## src/rtl/core/dlcd_pkg.sv

```systemverilog
// shared constants and the digit segment table for the six-digit lcd writer
// no dependencies; used by dlcd_div10 and decimal_lcd_digit_writer
package dlcd_pkg;

  // default number of digit positions on the glass
  localparam int NUM_DIGITS_DEF = 6;
  // pattern nibbles per digit, one per common line
  localparam int GROUPS = 4;
  // display register stride between common lines
  localparam int REG_STRIDE = 5;
  // reciprocal of ten, scaled by 2^35
  localparam logic [31:0] RECIP10 = 32'hCCCC_CCCD;
  localparam int RECIP_SHIFT = 35;
  // ascii digit codes
  localparam logic [7:0] CHAR_ZERO = 8'h30;
  localparam logic [7:0] CHAR_NINE = 8'h39;
  // item kinds carried in tuser
  localparam logic OP_CHAR = 1'b0;
  localparam logic OP_NUM  = 1'b1;

  // four-nibble segment pattern of a decimal digit
  function automatic logic [15:0] digit_pattern(input logic [3:0] d);
    logic [15:0] p;
    case (d)
      4'd0:    p = 16'h1551;
      4'd1:    p = 16'h0110;
      4'd2:    p = 16'h1E11;
      4'd3:    p = 16'h1B11;
      4'd4:    p = 16'h0B50;
      4'd5:    p = 16'h1B41;
      4'd6:    p = 16'h1F41;
      4'd7:    p = 16'h0111;
      4'd8:    p = 16'h1F51;
      4'd9:    p = 16'h1B51;
      default: p = 16'h0000;
    endcase
    return p;
  endfunction

endpackage

```

## src/rtl/core/dlcd_div10.sv

```systemverilog
// divide-by-ten unit: reciprocal multiply, registered product
// depends on dlcd_pkg for the reciprocal constant
module dlcd_div10 (
  input  logic        clk,
  input  logic        load,
  input  logic [30:0] value,
  output logic [27:0] quot,
  output logic [3:0]  digit
);
  import dlcd_pkg::*;

  logic [30:0] value_q;
  logic [62:0] prod;
  logic [30:0] quot_x10;

  // capture the dividend and its scaled product
  always_ff @(posedge clk) begin
    if (load) begin
      value_q <= value;
      prod    <= 63'(value) * 63'(RECIP10);
    end
  end

  // quotient from the product, remainder by shift-add back-multiply
  assign quot     = prod[62:RECIP_SHIFT];
  assign quot_x10 = 31'({3'b000, quot} << 3) + 31'({3'b000, quot} << 1);
  assign digit    = 4'(value_q - quot_x10);

endmodule

```

## src/rtl/core/decimal_lcd_digit_writer.sv

```systemverilog
// six-digit segment lcd writer: display memory read-modify-write sequencer
// depends on dlcd_pkg and dlcd_div10
//
//   channel | dir | handshake          | word contents
//   s_*     | in  | s_tvalid/s_tready  | op (tuser), char_code, position, number (tdata)
//   m_*     | out | m_tvalid/m_tready  | reg_index, reg_data (tdata), last (tlast)
//
// one item is handled at a time; s_tready is high only while the sequencer is idle
// each display byte is a memory read, then a merge and write-back
// a character item is accepted, then writes four bytes; a number item, per digit,
// runs the divide-by-ten multiply (MUL, REM), then writes four bytes, up to NUM_DIGITS digits
// a stalled output holds the write-back state until the output register frees
// rst clears the sequencer, the output valid and the per-entry valid bits,
// so display memory reads as zero right after reset with no clearing pass
module decimal_lcd_digit_writer #(
  parameter int NUM_DIGITS = dlcd_pkg::NUM_DIGITS_DEF
) (
  input  logic        clk,
  input  logic        rst,
  input  logic        s_tvalid,
  output logic        s_tready,
  input  logic [47:0] s_tdata,  // char_code[7:0], position[10:8], number[41:11], zeros
  input  logic [0:0]  s_tuser,  // op[0]
  output logic        m_tvalid,
  input  logic        m_tready,
  output logic [15:0] m_tdata,  // reg_index[4:0], reg_data[12:5], zeros
  output logic        m_tlast
);
  import dlcd_pkg::*;

  localparam int COLS  = (NUM_DIGITS + 1) / 2;
  localparam int DEPTH = GROUPS * COLS;
  localparam int AW    = (DEPTH > 1) ? $clog2(DEPTH) : 1;

  localparam logic [2:0] ST_IDLE = 3'd0;
  localparam logic [2:0] ST_MUL  = 3'd1;
  localparam logic [2:0] ST_REM  = 3'd2;
  localparam logic [2:0] ST_RD   = 3'd3;
  localparam logic [2:0] ST_WR   = 3'd4;

  logic [2:0]  state;
  logic        op_num;
  logic [2:0]  pos;
  logic [1:0]  grp;
  logic [30:0] num;
  logic [15:0] last_pattern;

  logic [7:0]  mem [DEPTH];
  logic [DEPTH-1:0] mem_valid;
  logic [7:0]  rd_data;
  logic        rd_valid;

  logic        accept;
  logic [7:0]  in_char;
  logic [2:0]  in_pos;
  logic [30:0] in_num;
  logic        in_op;
  logic        in_digit;
  logic        in_pos_ok;

  logic [2:0]  pos_m1;
  logic [1:0]  col;
  logic        hi_nib;
  logic [AW-1:0] addr;
  logic [3:0]  nib;
  logic [7:0]  old_byte;
  logic [7:0]  new_byte;
  logic        out_free;
  logic        wr_go;
  logic        is_last;

  logic        div_load;
  logic [27:0] div_quot;
  logic [3:0]  div_digit;

  // input word unpacking
  assign in_op     = s_tuser[0];
  assign in_char   = s_tdata[7:0];
  assign in_pos    = s_tdata[10:8];
  assign in_num    = s_tdata[41:11];
  assign in_digit  = (in_char >= CHAR_ZERO) && (in_char <= CHAR_NINE);
  assign in_pos_ok = (in_pos >= 3'd1) && (32'(in_pos) <= 32'(NUM_DIGITS));
  assign s_tready  = (state == ST_IDLE);
  assign accept    = s_tvalid && s_tready;

  // address and nibble selection for the current byte
  assign pos_m1   = pos - 3'd1;
  assign col      = pos_m1[2:1];
  assign hi_nib   = pos_m1[0];
  assign addr     = AW'(32'(grp) * COLS + 32'(col));
  assign nib      = last_pattern[4*grp +: 4];
  assign old_byte = rd_valid ? rd_data : 8'h00;
  assign new_byte = hi_nib ? {nib, old_byte[3:0]} : {old_byte[7:4], nib};
  assign out_free = !m_tvalid || m_tready;
  assign wr_go    = (state == ST_WR) && out_free;
  assign is_last  = (grp == 2'd3) && (!op_num || (pos == 3'd1) || (num == 31'd0));
  assign div_load = (state == ST_MUL);

  dlcd_div10 u_div10 (
    .clk   (clk),
    .load  (div_load),
    .value (num),
    .quot  (div_quot),
    .digit (div_digit)
  );

  // display memory, one read and one write port, registered read
  always_ff @(posedge clk) begin
    if (state == ST_RD) begin
      rd_data <= mem[addr];
    end
    if (wr_go) begin
      mem[addr] <= new_byte;
    end
  end

  // per-entry valid bits stand in for the all-zero reset contents
  always_ff @(posedge clk) begin
    if (rst) begin
      mem_valid <= '0;
      rd_valid  <= 1'b0;
    end else begin
      if (state == ST_RD) begin
        rd_valid <= mem_valid[addr];
      end
      if (wr_go) begin
        mem_valid[addr] <= 1'b1;
      end
    end
  end

  // sequencer
  always_ff @(posedge clk) begin
    if (rst) begin
      state        <= ST_IDLE;
      last_pattern <= 16'h0000;
      op_num       <= OP_CHAR;
      grp          <= 2'd0;
      pos          <= 3'd1;
    end else begin
      unique case (state)
        ST_IDLE: begin
          if (accept) begin
            op_num <= in_op;
            grp    <= 2'd0;
            if (in_op == OP_CHAR) begin
              if (in_digit) begin
                last_pattern <= digit_pattern(4'(in_char - CHAR_ZERO));
              end
              pos <= in_pos;
              if (in_pos_ok) begin
                state <= ST_RD;
              end
            end else begin
              pos <= 3'(NUM_DIGITS);
              num <= in_num;
              if (in_num != 31'd0) begin
                state <= ST_MUL;
              end
            end
          end
        end
        ST_MUL: begin
          state <= ST_REM;
        end
        ST_REM: begin
          last_pattern <= digit_pattern(div_digit);
          num          <= {3'b000, div_quot};
          state        <= ST_RD;
        end
        ST_RD: begin
          state <= ST_WR;
        end
        ST_WR: begin
          if (out_free) begin
            grp <= grp + 2'd1;
            if (grp != 2'd3) begin
              state <= ST_RD;
            end else if (is_last) begin
              state <= ST_IDLE;
            end else begin
              pos   <= pos - 3'd1;
              state <= ST_MUL;
            end
          end
        end
        default: begin
          state <= ST_IDLE;
        end
      endcase
    end
  end

  // output register
  always_ff @(posedge clk) begin
    if (rst) begin
      m_tvalid <= 1'b0;
    end else if (wr_go) begin
      m_tvalid <= 1'b1;
    end else if (m_tready) begin
      m_tvalid <= 1'b0;
    end
  end

  always_ff @(posedge clk) begin
    if (wr_go) begin
      m_tdata <= {3'b000, new_byte, 5'(32'(grp) * REG_STRIDE + 32'(col))};
      m_tlast <= is_last;
    end
  end

  // checks
  a_rd_then_wr: assert property (@(posedge clk) disable iff (rst)
    state == ST_RD |=> state == ST_WR)
    else $error("read cycle not followed by write-back");

  a_wr_loads_out: assert property (@(posedge clk) disable iff (rst)
    wr_go |=> m_tvalid)
    else $error("write-back did not present an output word");

  a_digit_range: assert property (@(posedge clk) disable iff (rst)
    state == ST_REM |-> div_digit <= 4'd9)
    else $error("remainder of divide by ten out of range");

  a_pos_range: assert property (@(posedge clk) disable iff (rst)
    state == ST_RD |-> (pos >= 3'd1) && (32'(pos) <= 32'(NUM_DIGITS)))
    else $error("memory access at a position off the glass");

endmodule
```

## config.mk

```make
export PLATFORM = sky130hd
export DESIGN_NAME = decimal_lcd_digit_writer
export DESIGN_NICKNAME = d
export VERILOG_FILES = /design/src/rtl/core/dlcd_pkg.sv /design/src/rtl/core/dlcd_div10.sv /design/src/rtl/core/decimal_lcd_digit_writer.sv
export SDC_FILE = /design/constraint.sdc
export NUM_CORES = 1
export LEC_CHECK = 0
export ABC_AREA = 1
export BUFFER_PORTS_ARGS = -buffer_cell sky130_fd_sc_hd__buf_2
export CORE_UTILIZATION = 60
export CTS_CLUSTER_SIZE = 12
export DETAILED_ROUTE_END_ITERATION = 12
export GPL_ROUTABILITY_DRIVEN = 1
export HOLD_SLACK_MARGIN = 0.1
export MAX_ROUTING_LAYER = met4
export PLACE_DENSITY = 0.77
export SETUP_SLACK_MARGIN = 0.3
export SLEW_MARGIN = 20
export SYNTH_ARGS = -nofsm -noshare
export SYNTH_HDL_FRONTEND = slang
export SYNTH_SLANG_ARGS = --single-unit
```

## constraint.sdc

```tcl
create_clock -name clk -period 8.05 [get_ports clk]
set_input_delay 2.0125 -clock clk [delete_from_list [all_inputs] [get_ports clk]]
set_output_delay 2.0125 -clock clk [all_outputs]
set_load 0.05 [all_outputs]
```

==> flow_metrics.tcl <==
set metrics [dict create \
    cts-root-buf "clkbuf_16" \
    synth_top_cells_by_area "edfxtp_1 24%, fa_1 20%, ha_1 18%" \
    syn_area_per_cell_um2 8.768 \
    antenna_found_initial 0 \
    hold_class "reg2reg" \
    dp.cells 3170 \
    drv_cap 0 \
    rows 71 \
    gr-total-overflow 0 \
    ys_types 48 \
    drt-pass1-iter-count 6 \
    critPathKind "reg2reg" \
    synth_top_area_share_pct 23.72 \
    synth-warning-count 0 \
    portBuffers 62 \
    initial_core_util_pct 60.97 \
    hold_violations 0 \
    finalSetupViolCount 0 \
    async_reset_ff_share_pct 0 \
    clkLatencyLatePin_ns 0.54 \
    fin_cells 3215 \
    clk_path_buf_depth 3 \
    hpwl_um 54900 \
    vias 17760 \
    reg2reg_depth 26 \
    cts_tree "built" \
    slew_headroom_pct 30.86 \
    end_kind "flip-flop" \
    fin_setup_tns_ns 0 \
    tightestPinTransition_ns 1.033 \
    die_width_um 197.4 \
    ant_nets 0 \
    io_pins 72 \
    grt_pass1_vias 18140 \
    antenna_cells 0 \
    postSynthCellCount 2613 \
    netlist_area_mm2 0.02291 \
    core_mm2 0.03758 \
    timing.final.max_slew_violations 0 \
    synth_edf_count 181 \
    nets 3308 \
    ys_seq_elements 211 \
    grt_usage_pct 35.62 \
    cp_max_fo 5 \
    final_cell_mix "607 x inv_1, 522 x nand2_1, 337 x ha_1, 232 x fa_1, 189 x nor2_1" \
    routabilityCongestion 1.026 \
    finClkSkew_ns 0.02020 \
    place_ws_ns 0.8017 \
    min_period_over_period_pct 92.08 \
    cp-start-kind "flip-flop" \
    cts.repair_timing.setup_buffer_count 0 \
    rrSetupSlack_ns 0.64 \
    timing.fmax_mhz 134.9 \
    path_clk_slew_ns 0.06 \
    final_common_cell "inv_1" \
    setup_slack_ns 0.6378 \
    worstPathRequired_ns 8.31 \
    cts_hold_buf 0 \
    rr_endpoint "u_div10.prod[44]" \
    grt_pass1_wl_um 99600 \
    seq_area_frac_synth_pct 26.34 \
    wl_per_cell_um 20.13 \
    outcome "finished clean" \
    drive_gt1_share_pct 4.956 \
    die_y_um 197.4 \
    cts_made_buffers 24 \
    r2r_start "num[5]" \
    grt_max_degree 51 \
    hold_path_end "op_num" \
    wirelength_um 64730 \
    postCtsResizedCells 0 \
    dieArea_mm2 0.03897 \
    first_iter_violations 1505 \
    remaining_drc_errors 0 \
    rsz0062_at_grt "no" \
    cp_data_arrival_time_ns 7.67 \
    clkSinkCount 211 \
    yosysTopAreaCell "edfxtp_1" \
    min-delay-start "op_num" \
    finalCriticalPeriod_ns 7.412 \
    syn_to_final_growth_pct 7.012 \
    hold_path_depth 2 \
    htreeDepth 1 \
    vias_per_cell 5.523 \
    ys.flop_type "edfxtp_1" \
]
[Yosys cell counts (all sizes together) (20+ instances only)]
library cell / instances
dfxtp: 30
inv: 611
a21oi: 130
a22oi: 52
nand2: 530
fa: 232
nand3: 83
ha: 337
edfxtp: 181
o21ai: 76
nand4: 20
nor2: 198
[area by class of cell]
cell class                      count  area [µm²]
Clock buffer                       38       673.1
Clock inverter                      6       53.80
Fill cell                        3269       13060
Inverter                          614        2305
Multi-Input combinational cell   1765       14440
Sequential cell                   211        6036
Tap cell                          511       639.4
Timing Repair Buffer               70       370.4
[worst max-delay path, cell delays in order (launching register included)]
cell and delay, ns:
edfxtp_1 0.45, inv_1 0.11, ha_1 0.30, inv_1 0.09, fa_1 0.56, inv_1 0.09, fa_1 0.50, inv_1 0.06
fa_1 0.65, inv_1 0.18, fa_1 0.52, inv_1 0.06, fa_1 0.53, fa_1 0.54, inv_1 0.07, fa_1 0.52
inv_1 0.05, ha_1 0.30, nand2_1 0.09, nor2_1 0.44, nand2_1 0.30, nor2_1 0.16, nand2_1 0.06, nand2_1 0.19
nand2_1 0.11, nand3_1 0.08, nand2_1 0.13
[sequential cells by signal, indices dropped and copies added, names as in the netlist, 2 cells and up]
name             flops
grp                  2
pos                  3
state                3
u_div10.prod        28
mem                 96
m_tdata             13
last_pattern         7
num                 31
mem_valid           12
rd_data              8
u_div10.value_q      4
[worst max path at each step]
stage	start	end	slack, ns
after floorplan	num[4]	u_div10.prod[52]	1.94
after global placement	num[5]	u_div10.prod[44]	0.86
after detailed placement	num[5]	u_div10.prod[44]	0.80
after CTS	num[5]	u_div10.prod[44]	0.78
after global routing	num[5]	u_div10.prod[44]	0.41
final	num[5]	u_div10.prod[44]	0.64
[routing by layer]
layer  vias up  GRT usage [%]  routed length, µm
li1       8409              -                  -
met1      8505          46.71              27170
met2       708          54.94              29290
met3       133          7.359               5712
met4         0          12.55               2556
met5         -              -                  0
[per-stage QoR]
stage	util [%]	instance area (µm²)	hold slack, ns
CTS	65.21	24500	0.4612
finish	65.24	24520	0.4625
global placement	63.27	23780	0.4477
global route	65.24	24520	0.4849
floorplan	-	22920	0.4297
detailed placement	63.27	23780	0.4536
[logic make-up after synthesis]
group                    count (synthesis)  synth area share, %
AND/OR/NAND/NOR                        874                15.80
other                                    1              0.01637
flip-flops                             211                26.34
XOR/XNOR                                32                1.223
AO/OA/AOI/OAI                          287                7.203
adder cells (fa/ha/maj)                569                38.68
buffers and inverters                  639                10.73
Power is left out: the tool's default activity adds up to more than one toggle a clock period on the data nets, which glitch-free logic cannot reach.
